<file path="src/mnrm_pkg.sv">
// Shared types, constants and key tables for the MIDI note relay mapper.
package mnrm_pkg;

   localparam int OP_WIDTH      = 2;
   localparam int CHANNEL_WIDTH = 4;
   localparam int NOTE_WIDTH    = 7;
   localparam int RELAY_WIDTH   = 8;
   localparam int STATUS_WIDTH  = 3;
   localparam int CHANNELS      = 16;
   localparam int DIRECT_KEYS   = 8;
   localparam int CSR_ADDR_WIDTH = 3;
   localparam int CSR_DATA_WIDTH = 32;

   localparam logic [NOTE_WIDTH-1:0] PERC_LOW       = 7'd8;
   localparam logic [NOTE_WIDTH-1:0] PERC_HIGH      = 7'd15;
   localparam logic [NOTE_WIDTH-1:0] ALL_KEY_RESET  = 7'd50;

   typedef enum logic [OP_WIDTH-1:0] {
      OP_NOTE_ON  = 2'd0,
      OP_NOTE_OFF = 2'd1,
      OP_PROGRAM  = 2'd2,
      OP_OTHER    = 2'd3
   } op_type;

   typedef enum logic [STATUS_WIDTH-1:0] {
      ST_DIRECT  = 3'd0,
      ST_ALL     = 3'd1,
      ST_PROGRAM = 3'd2,
      ST_PERC    = 3'd3,
      ST_IGNORED = 3'd4
   } status_type;

   typedef enum logic [0:0] {
      REG_ALL_RELAYS_KEY = 1'd0
   } reg_index_type;

   typedef struct packed {
      logic [RELAY_WIDTH-1:0] relay_pattern;
      logic                   refresh;
      status_type             status;
   } result_type;

   typedef logic [NOTE_WIDTH-1:0] note_type;
   typedef logic [2:0]            relay_index_type;

   localparam note_type DIRECT_KEY_TABLE [DIRECT_KEYS] =
      '{7'd36, 7'd38, 7'd40, 7'd41, 7'd43, 7'd45, 7'd47, 7'd48};
   localparam relay_index_type RELAY_OF_KEY [DIRECT_KEYS] =
      '{3'd0, 3'd1, 3'd2, 3'd3, 3'd7, 3'd6, 3'd5, 3'd4};

endpackage

</file>
<file path="src/midi_note_relay_mapper.sv">
// The input register feeds the decode and the result register, which drives rsp.
// Throughput: one beat per cycle unless rsp stalls; the channel and relay state
// update in the same cycle as the result register loads.
// Reset clears the instrument table and relays, sets the all-relays key to 50
// and empties both registers; the block takes beats from the next cycle on.
module midi_note_relay_mapper #(
   parameter int RELAY_COUNT = 8
) (
   input  logic                                clock,
   input  logic                                reset,
   input  logic                                req_valid,
   output logic                                req_stall,
   input  logic [mnrm_pkg::OP_WIDTH-1:0]       req_op,
   input  logic [mnrm_pkg::CHANNEL_WIDTH-1:0]  req_channel,
   input  logic [mnrm_pkg::NOTE_WIDTH-1:0]     req_key,
   input  logic [mnrm_pkg::NOTE_WIDTH-1:0]     req_value,
   output logic                                rsp_valid,
   input  logic                                rsp_stall,
   output logic [mnrm_pkg::RELAY_WIDTH-1:0]    rsp_relay_pattern,
   output logic                                rsp_refresh,
   output logic [mnrm_pkg::STATUS_WIDTH-1:0]   rsp_status,
   input  logic                                psel,
   input  logic                                penable,
   input  logic                                pwrite,
   input  logic [mnrm_pkg::CSR_ADDR_WIDTH-1:0] paddr,
   input  logic [mnrm_pkg::CSR_DATA_WIDTH-1:0] pwdata,
   output logic [mnrm_pkg::CSR_DATA_WIDTH-1:0] prdata,
   output logic                                pready
);
   import mnrm_pkg::*;

   logic                     in_valid_ff;
   logic                     in_valid_in;
   op_type                   in_op_ff;
   logic [CHANNEL_WIDTH-1:0] in_channel_ff;
   note_type                 in_key_ff;
   note_type                 in_value_ff;

   logic                     out_valid_ff;
   logic                     out_valid_in;
   result_type               out_result_ff;

   note_type                 instrument_ff [CHANNELS];
   logic [RELAY_WIDTH-1:0]   relay_on_ff;
   logic [RELAY_WIDTH-1:0]   relay_on_in;

   note_type                 all_key;
   result_type               result;
   logic                     advance;
   logic                     req_take;

   mnrm_csr u_csr (
      .clock   (clock),
      .reset   (reset),
      .psel    (psel),
      .penable (penable),
      .pwrite  (pwrite),
      .paddr   (paddr),
      .pwdata  (pwdata),
      .prdata  (prdata),
      .pready  (pready),
      .all_key (all_key)
   );

   mnrm_decode #(
      .RELAY_COUNT (RELAY_COUNT)
   ) u_decode (
      .op         (in_op_ff),
      .key        (in_key_ff),
      .value      (in_value_ff),
      .instrument (instrument_ff[in_channel_ff]),
      .relay_on   (relay_on_ff),
      .all_key    (all_key),
      .result     (result)
   );

   // result register frees when empty or drained this cycle
   assign advance   = in_valid_ff && (!out_valid_ff || !rsp_stall);
   assign req_stall = reset || (in_valid_ff && !advance);
   assign req_take  = req_valid && !req_stall;

   assign in_valid_in  = req_take || (in_valid_ff && !advance);
   assign out_valid_in = advance || (out_valid_ff && rsp_stall);
   assign relay_on_in  = advance ? result.relay_pattern : relay_on_ff;

   always_ff @(posedge clock) begin
      if (reset) begin
         in_valid_ff  <= 1'b0;
         out_valid_ff <= 1'b0;
         relay_on_ff  <= '0;
         for (int i = 0; i < CHANNELS; i++) begin
            instrument_ff[i] <= '0;
         end
      end else begin
         in_valid_ff  <= in_valid_in;
         out_valid_ff <= out_valid_in;
         relay_on_ff  <= relay_on_in;
         if (advance && in_op_ff == OP_PROGRAM) begin
            instrument_ff[in_channel_ff] <= in_value_ff;
         end
      end
   end

   always_ff @(posedge clock) begin
      if (req_take) begin
         in_op_ff      <= op_type'(req_op);
         in_channel_ff <= req_channel;
         in_key_ff     <= req_key;
         in_value_ff   <= req_value;
      end
      if (advance) begin
         out_result_ff <= result;
      end
   end

   assign rsp_valid         = out_valid_ff;
   assign rsp_relay_pattern = out_result_ff.relay_pattern;
   assign rsp_refresh       = out_result_ff.refresh;
   assign rsp_status        = out_result_ff.status;

endmodule

</file>
<file path="src/mnrm_csr.sv">
// APB-style configuration register file holding the all-relays key.
module mnrm_csr (
   input  logic                                clock,
   input  logic                                reset,
   input  logic                                psel,
   input  logic                                penable,
   input  logic                                pwrite,
   input  logic [mnrm_pkg::CSR_ADDR_WIDTH-1:0] paddr,
   input  logic [mnrm_pkg::CSR_DATA_WIDTH-1:0] pwdata,
   output logic [mnrm_pkg::CSR_DATA_WIDTH-1:0] prdata,
   output logic                                pready,
   output logic [mnrm_pkg::NOTE_WIDTH-1:0]     all_key
);
   import mnrm_pkg::*;

   note_type      all_key_ff;
   note_type      all_key_in;
   reg_index_type index;
   logic          hit;

   assign pready = 1'b1;
   assign index  = reg_index_type'(paddr[CSR_ADDR_WIDTH-1]);
   assign hit    = (paddr[CSR_ADDR_WIDTH-1:2] == 1'(REG_ALL_RELAYS_KEY));

   always_comb begin
      all_key_in = all_key_ff;
      if (psel && penable && pwrite && pready && hit) begin
         all_key_in = pwdata[NOTE_WIDTH-1:0];
      end
   end

   always_ff @(posedge clock) begin
      if (reset) begin
         all_key_ff <= ALL_KEY_RESET;
      end else begin
         all_key_ff <= all_key_in;
      end
   end

   always_comb begin
      unique case (index)
         REG_ALL_RELAYS_KEY: prdata = {{(CSR_DATA_WIDTH-NOTE_WIDTH){1'b0}}, all_key_ff};
         default:            prdata = '0;
      endcase
   end

   assign all_key = all_key_ff;

endmodule

</file>
<file path="src/mnrm_decode.sv">
// Event decode: next relay pattern, refresh flag and status for one event.
module mnrm_decode #(
   parameter int RELAY_COUNT = 8
) (
   input  mnrm_pkg::op_type                 op,
   input  logic [mnrm_pkg::NOTE_WIDTH-1:0]  key,
   input  logic [mnrm_pkg::NOTE_WIDTH-1:0]  value,
   input  logic [mnrm_pkg::NOTE_WIDTH-1:0]  instrument,
   input  logic [mnrm_pkg::RELAY_WIDTH-1:0] relay_on,
   input  logic [mnrm_pkg::NOTE_WIDTH-1:0]  all_key,
   output mnrm_pkg::result_type             result
);
   import mnrm_pkg::*;

   localparam logic [RELAY_WIDTH-1:0] RelayMask =
      RELAY_WIDTH'((RELAY_WIDTH+1)'(1) << RELAY_COUNT) - RELAY_WIDTH'(1);

   logic                   on;
   logic                   found;
   relay_index_type        slot_relay;
   logic                   perc;
   logic [RELAY_WIDTH-1:0] bit_mask;

   always_comb begin
      found      = 1'b0;
      slot_relay = '0;
      for (int i = 0; i < DIRECT_KEYS; i++) begin
         if (!found && DIRECT_KEY_TABLE[i] == key) begin
            found      = 1'b1;
            slot_relay = RELAY_OF_KEY[i];
         end
      end
   end

   assign on       = (op == OP_NOTE_ON) && (value != '0);
   assign perc     = (instrument >= PERC_LOW) && (instrument <= PERC_HIGH);
   assign bit_mask = RELAY_WIDTH'(1) << slot_relay;

   always_comb begin
      result.relay_pattern = relay_on;
      result.refresh       = 1'b0;
      result.status        = ST_IGNORED;
      priority if (op == OP_PROGRAM) begin
         result.status = ST_PROGRAM;
      end else if (perc) begin
         result.status = ST_PERC;
      end else if (op == OP_NOTE_ON || op == OP_NOTE_OFF) begin
         if (found) begin
            if (4'(slot_relay) < 4'(RELAY_COUNT)) begin
               result.relay_pattern = on ? (relay_on | bit_mask) : (relay_on & ~bit_mask);
               result.refresh       = 1'b1;
               result.status        = ST_DIRECT;
            end
         end else if (key == all_key && key != '0) begin
            result.relay_pattern = on ? (relay_on | RelayMask) : (relay_on & ~RelayMask);
            result.refresh       = 1'b1;
            result.status        = ST_ALL;
         end
      end else begin
         result.status = ST_IGNORED;
      end
   end

endmodule
</file>
<file path="config.mk">
export PLATFORM = sky130hd
export DESIGN_NAME = midi_note_relay_mapper
export DESIGN_NICKNAME = d
export VERILOG_FILES = /design/src/mnrm_pkg.sv /design/src/midi_note_relay_mapper.sv /design/src/mnrm_csr.sv /design/src/mnrm_decode.sv
export SDC_FILE = /design/constraint.sdc
export NUM_CORES = 1
export LEC_CHECK = 0
export BUFFER_PORTS_ARGS = -buffer_cell sky130_fd_sc_hd__buf_2
export CAP_MARGIN = 20
export CORE_ASPECT_RATIO = 1.75
export CORE_MARGIN = 5
export CORE_UTILIZATION = 30
export DETAILED_ROUTE_END_ITERATION = 10
export GPL_TIMING_DRIVEN = 0
export MAX_ROUTING_LAYER = met4
export PLACE_DENSITY = 0.46
export SLEW_MARGIN = 20
export SYNTH_ARGS = -nofsm -noshare
export SYNTH_HDL_FRONTEND = slang
export SYNTH_SLANG_ARGS = --single-unit
export TNS_END_PERCENT = 1
</file>
<file path="constraint.sdc">
create_clock -name clock -period 2.03 [get_ports clock]
set_input_delay 0.203 -clock clock [delete_from_list [all_inputs] [get_ports clock]]
set_output_delay 0.203 -clock clock [all_outputs]
set_load 0.01 [all_outputs]
</file>
==> results.json, run 1 <==
{
  "drt_iter0_drc": 136,
  "drc": 0,
  "place_ws_ns": -0.703,
  "vias_per_cell": 4.62,
  "die_width_um": 112,
  "cap_violations": 0,
  "violations": "negative setup slack",
  "clk_pin_slew_ns": 0.05,
  "yosysTopAreaCellShare_pct": 52.6,
  "grt_usage_pct": 13.8,
  "crit_type": "reg2reg",
  "yosys_most_used_dff": "edfxtp_1",
  "end_kind": "flip-flop",
  "dp_hpwl_um": 10400,
  "first_pass_iters": 4,
  "ys_seq_area_share_pct": 60.3,
  "grt_max_degree": 21,
  "min_period_over_period_pct": 112,
  "tritoncts": "done",
  "grt-ovfl-total": 0,
  "syn_area_mm2": 0.00548,
  "cp-start-kind": "flip-flop",
  "grt_setup_unrepaired": "true",
  "run_status": "complete, but fails checks",
  "top_layer_used": "met4",
  "p_per_area_mw_per_mm2": 844,
  "num_antenna_cells": 0,
  "final_core_util_pct": 40.4,
  "vdd_drop_max_v": 0.000572,
  "max-slew-margin-rel_pct": 43.5,
  "wl_met2_um": 8240,
  "fin_ws_ns": -0.241,
  "finalSetupViolations": 31,
  "fin_skew_ns": 0.00658,
  "grt_pass1_vias": 4060,
  "core_area_mm2": 0.0180,
  "grt_pass1_wl_um": 21500,
  "yosysMostFrequentCell": "edfxtp_1",
  "cp.required_ns": 2.28,
  "dieArea_mm2": 0.0212,
  "tightest_slew_ns": 0.846,
  "drive_gt1_share_pct": 30.4,
  "synthArstFlopShare_pct": 0,
  "cts-root-buf": "clkbuf_16",
  "max_freq_ghz": 0.440,
  "critical_path_arrival_ns": 2.52,
  "r2r_start": "in_key_ff[2]",
  "wirelength_um": 13800,
  "synth-edff-count": 96,
  "vias": 3831,
  "synth_area_leaders": "edfxtp_1, and2_1, dfxtp_1, buf_4, a21oi_1",
  "synth_common_cells": "edfxtp_1, and2_1, buf_4, a21oi_1, nor2_1",
  "start_util_pct": 30.5,
  "clk_latency_ns": 0.40,
  "cts_num_sinks": 117,
  "area_delta_synth_final_pct": 32.4,
  "globalplace.congestion": 0.877,
  "wl_met1_um": 4660,
  "numCtsBuffers": 17,
  "startpoint": "in_key_ff[2]",
  "hold_viol_final": 0,
  "grt_antenna_before_repair": 0,
  "ys_types": 64,
  "drv_slew": 0,
  "ant_nets": 0,
  "min_period_ns": 2.27,
  "routedWlPerCell_um": 16.7,
  "p_leak_nw": 2.83,
  "die_h_um": 189,
  "synth_largest_area_cell": "edfxtp_1",
  "yosysWarningCount": 0,
  "syn_area_per_cell_um2": 12.1,
  "fin_nets": 645,
  "hp-class": "in2reg",
  "path_max_fanout": 7,
  "setup_tns_ns": -4.13,
  "ys_seq_elements": 117,
  "hp-start": "pwdata[3]",
  "cts_max_path_buffers": 2,
  "cts_htree_levels": 4,
  "io_pins": 109,
  "synth_cells": 453,
  "dr_wl_met3_um": 371,
  "portBuffers": 55,
  "rows": 65
}
==> sequential cells by signal (all words and copies together) (netlist names), named ones only <==
signal,count
in_value_ff,7
rsp_valid,1
in_valid_ff,1
relay_on_ff,8
u_csr.all_key,7
in_channel_ff,4
in_op_ff,2
in_key_ff,7
rsp_refresh,1
rsp_status,3
instrument_ff,64
rsp_relay_pattern,8
==> worst paths after layout <==
kind	end	slack [ns]	depth (start not counted)
worst max-delay path	rsp_relay_pattern[3]	-0.24	7
worst min-delay path	u_csr.all_key[3]	0.03	3
worst min register to register	relay_on_ff[5]	0.52	2
worst max register to register	rsp_relay_pattern[3]	-0.24	7
==> kinds of logic after synthesis <==
logic type / count (synthesis) / share of synthesized area, %
other: 2 / 0.137
XOR/XNOR: 6 / 0.959
buffers and inverters: 51 / 5.75
multiplexers: 12 / 2.51
AO/OA/AOI/OAI: 82 / 10.0
AND/OR/NAND/NOR: 183 / 20.3
flip-flops: 117 / 60.3
==> cell usage in the layout, fill, tap and decap left out, types with 11 or more instances in the layout <==
master and count:
clkbuf_1 12, nor2b_1 11, nor2_1 21, a21oi_1 20
nand2_1 15, dlygate4sd3_1 22, buf_2 55, buf_4 36
dfxtp_1 19, clkbuf_16 17, and2_1 68, conb_1 26
edfxtp_1 96
==> layout make-up <==
class | instances | area [um^2]
fillers | 1737 | 10700
flip-flops and latches | 117 | 3310
multi-input cells | 309 | 2170
repair buffers | 88 | 582
clock buffers | 19 | 433
plain buffers | 42 | 300
well taps | 234 | 293
clock inverters | 13 | 140
inverters | 8 | 30.0
==> stage by stage <==
step / hold slack (ns) / total power [mW] / std cells / area, um^2
finish: 0.0330 / 6.13 / 830 / 7260
detailed placement: 0.382 / 3.22 / 766 / 6170
global route: 0.0214 / 6.36 / 830 / 7260
floorplan: 0.302 / 3.06 / 477 / 5600
CTS: 0.0107 / 6.19 / 829 / 7200
global placement: 0.381 / 3.22 / 766 / 6170
==> power by group <==
| part | internal, mW | total [mW] | switching, mW | leakage, nW |
|---|---|---|---|---|
| clock network | 1.90 | 2.88 | 0.977 | 0.285 |
| logic | 0.224 | 0.495 | 0.271 | 1.40 |
| registers | 2.70 | 2.76 | 0.0602 | 1.14 |
==> critical path: stages, from the launching register on <==
cell	delay [ns]
edfxtp_1	0.46
nor4_1	0.07
a211o_1	0.34
a2111o_1	0.55
buf_6	0.20
o22ai_1	0.19
a2bb2oi_2	0.10
a21oi_1	0.19
==> metal layers <==
metal | vias up | GRT usage (%)
li1 | 1877 | -
met4 | 0 | 7.31
met3 | 21 | 2.60
met2 | 83 | 27.0
met5 | - | -
met1 | 1850 | 12.0
==> timing repair <==
| item | CTS | global route |
|---|---|---|
| buffers inserted | 10 | 1 |
| endpoints found under the setup margin | 137 | 112 |
| pin swaps | 18 | 3 |
| hold buffers | 22 | 0 |
| endpoints found under the hold margin | 22 | 0 |
| resized for setup | 49 | 12 |
Note: power is estimated with default switching activity, not from simulation.
==> inputs of run 2 (changes only) <==
--- a/config.mk
+++ b/config.mk
@@ -14,6 +14,7 @@
 export GPL_TIMING_DRIVEN = 0
 export MAX_ROUTING_LAYER = met4
 export PLACE_DENSITY = 0.46
+export REMOVE_ABC_BUFFERS = 1
 export SLEW_MARGIN = 20
 export SYNTH_ARGS = -nofsm -noshare
 export SYNTH_HDL_FRONTEND = slang
==> run 2 against run 1 <==
Against the previous run:
- the run still ends with negative setup slack left
- register-to-register slack worse by 0.17 ns
- total power up 4.4%
- clock skew up 0.0032 ns
- global-route usage down 0.38 points
==> results.json, run 2 (same netlist as run 1, synthesis figures left out) <==
{
  "run_status": "complete, but fails checks",
  "violations": "negative setup slack",
  "core_area_mm2": 0.0180,
  "drive_gt1_share_pct": 27.7,
  "num_antenna_cells": 0,
  "critPathTopFamily": "simple AND/OR/NAND/NOR gates",
  "layout_common_cells": "edfxtp_1, and2_1, buf_2",
  "rows": 65,
  "hp-class": "in2reg",
  "dr_wl_met3_um": 393,
  "cts-root-buf": "clkbuf_16",
  "max-slew-margin-rel_pct": 44.5,
  "crit_buf_inv": 2,
  "vdd_drop_max_v": 0.000662,
  "numCtsBuffers": 17,
  "slowest_stage": "or4_4",
  "io_pins": 109,
  "cp.required_ns": 2.18,
  "grt_max_degree": 21,
  "hold_viol_final": 0,
  "largest_register": "instrument_ff",
  "cp-start-kind": "flip-flop",
  "start_util_pct": 30.5,
  "clk_latency_ns": 0.41,
  "cap_violations": 0,
  "p_leak_nw": 2.67,
  "max_freq_ghz": 0.410,
  "dieArea_mm2": 0.0212,
  "grt_pass1_wl_um": 21100,
  "min_period_ns": 2.44,
  "crit_type": "reg2reg",
  "seqCellArea_mm2": 0.00331,
  "grt-ovfl-total": 0,
  "cts_num_sinks": 117,
  "num-fill-cells": 1719,
  "largest_reg_flops": 64,
  "tritoncts": "done",
  "die_width_um": 112,
  "grt_setup_unrepaired": "true",
  "grt_usage_pct": 13.4,
  "critical_path_arrival_ns": 2.59,
  "ant_nets": 0,
  "portBuffers": 55,
  "wl_met2_um": 7830,
  "drt_iter0_drc": 141,
  "vias_per_cell": 4.74,
  "p_per_area_mw_per_mm2": 910,
  "vias": 3723,
  "crit_chain": "nand2b_4 > or4_4 > a2111oi_4 > nor4_4 > buf_4 > buf_12 > and2_4 > a22o_1",
  "top_layer_used": "met4",
  "clk_pin_slew_ns": 0.05,
  "dp_hpwl_um": 9430,
  "routedWlPerCell_um": 17.1,
  "finalSetupViolations": 36,
  "grt_pass1_vias": 4058,
  "fin_skew_ns": 0.00980,
  "slowest_delay_ns": 0.43,
  "first_pass_iters": 4,
  "grt_antenna_before_repair": 0,
  "fin_area_mm2": 0.00703,
  "area_delta_synth_final_pct": 28.4,
  "cts_htree_levels": 4,
  "fin_nets": 601,
  "path_max_fanout": 18,
  "fin_ws_ns": -0.410,
  "tightest_slew_ns": 0.832,
  "end_kind": "flip-flop",
  "hold_ws_ns": 0.0177,
  "wl_met1_um": 4760,
  "dpl-instance-area_mm2": 0.00587,
  "min_period_over_period_pct": 120,
  "wirelength_um": 13400,
  "cts_max_path_buffers": 2,
  "multi_input_area_mm2": 0.00218,
  "globalplace.congestion": 0.829,
  "die_h_um": 189,
  "drv_slew": 0,
  "setup_tns_ns": -5.74,
  "final_core_util_pct": 39.1,
  "layout_commonest_cell": "edfxtp_1",
  "drc": 0
}
-- run 2: path summary, 6_finish.rpt --
kind	from	end	slack, ns	cells past startpoint
worst max-delay path	instrument_ff[12][6]	rsp_relay_pattern[0]	-0.41	8
worst min-delay path	req_valid	in_valid_ff	0.02	3
worst max register to register	instrument_ff[12][6]	rsp_relay_pattern[0]	-0.41	8
worst min register to register	relay_on_ff[2]	relay_on_ff[2]	0.55	2
-- run 2: metrics by stage --
step                      std cells  worst slack (ns)  power [mW]
after floorplan                 434            -0.836        2.99
after global placement          723             -1.79        3.13
final                           786            -0.410        6.40
after CTS                       786            -0.430        6.45
after global routing            786            -0.491        6.62
after detailed placement        724            -0.901        3.15
-- run 2: worst reg2reg max path: stages, from the launching register on --
cell and delay, ns:
edfxtp_1 0.35, nand2b_4 0.14, or4_4 0.43, a2111oi_4 0.43, nor4_4 0.08, buf_4 0.17
buf_12 0.15, and2_4 0.19, a22o_1 0.25
-- run 2: layer usage --
layer / vias to the layer above / GRT usage [%]
li1: 1789 / -
met1: 1813 / 12.2
met3: 23 / 2.73
met2: 98 / 26.0
met4: 0 / 6.20
met5: - / -
-- run 2: power by group --
| part | leakage, nW | switching (mW) | internal (mW) |
|---|---|---|---|
| Combinational | 1.22 | 0.240 | 0.188 |
| Sequential | 1.14 | 0.0782 | 2.70 |
| Clock | 0.310 | 1.02 | 2.18 |
| Total | 2.67 | 1.33 | 5.07 |
-- run 2: what timing repair did --
item / CTS / global route
pin swaps: 7 / 2
buffers inserted: 8 / 0
resized for setup: 48 / 16
hold endpoints to repair: 22 / 0
hold buffers: 22 / 0
setup endpoints to repair: 148 / 78
-- run 2: layout make-up --
type	count	area share, %
Inverter	8	0.427
Clock inverter	8	2.08
Tap cell	234	4.16
Sequential cell	117	47.0
Multi-Input combinational cell	309	30.9
Clock buffer	24	6.99
Timing Repair Buffer	86	8.36
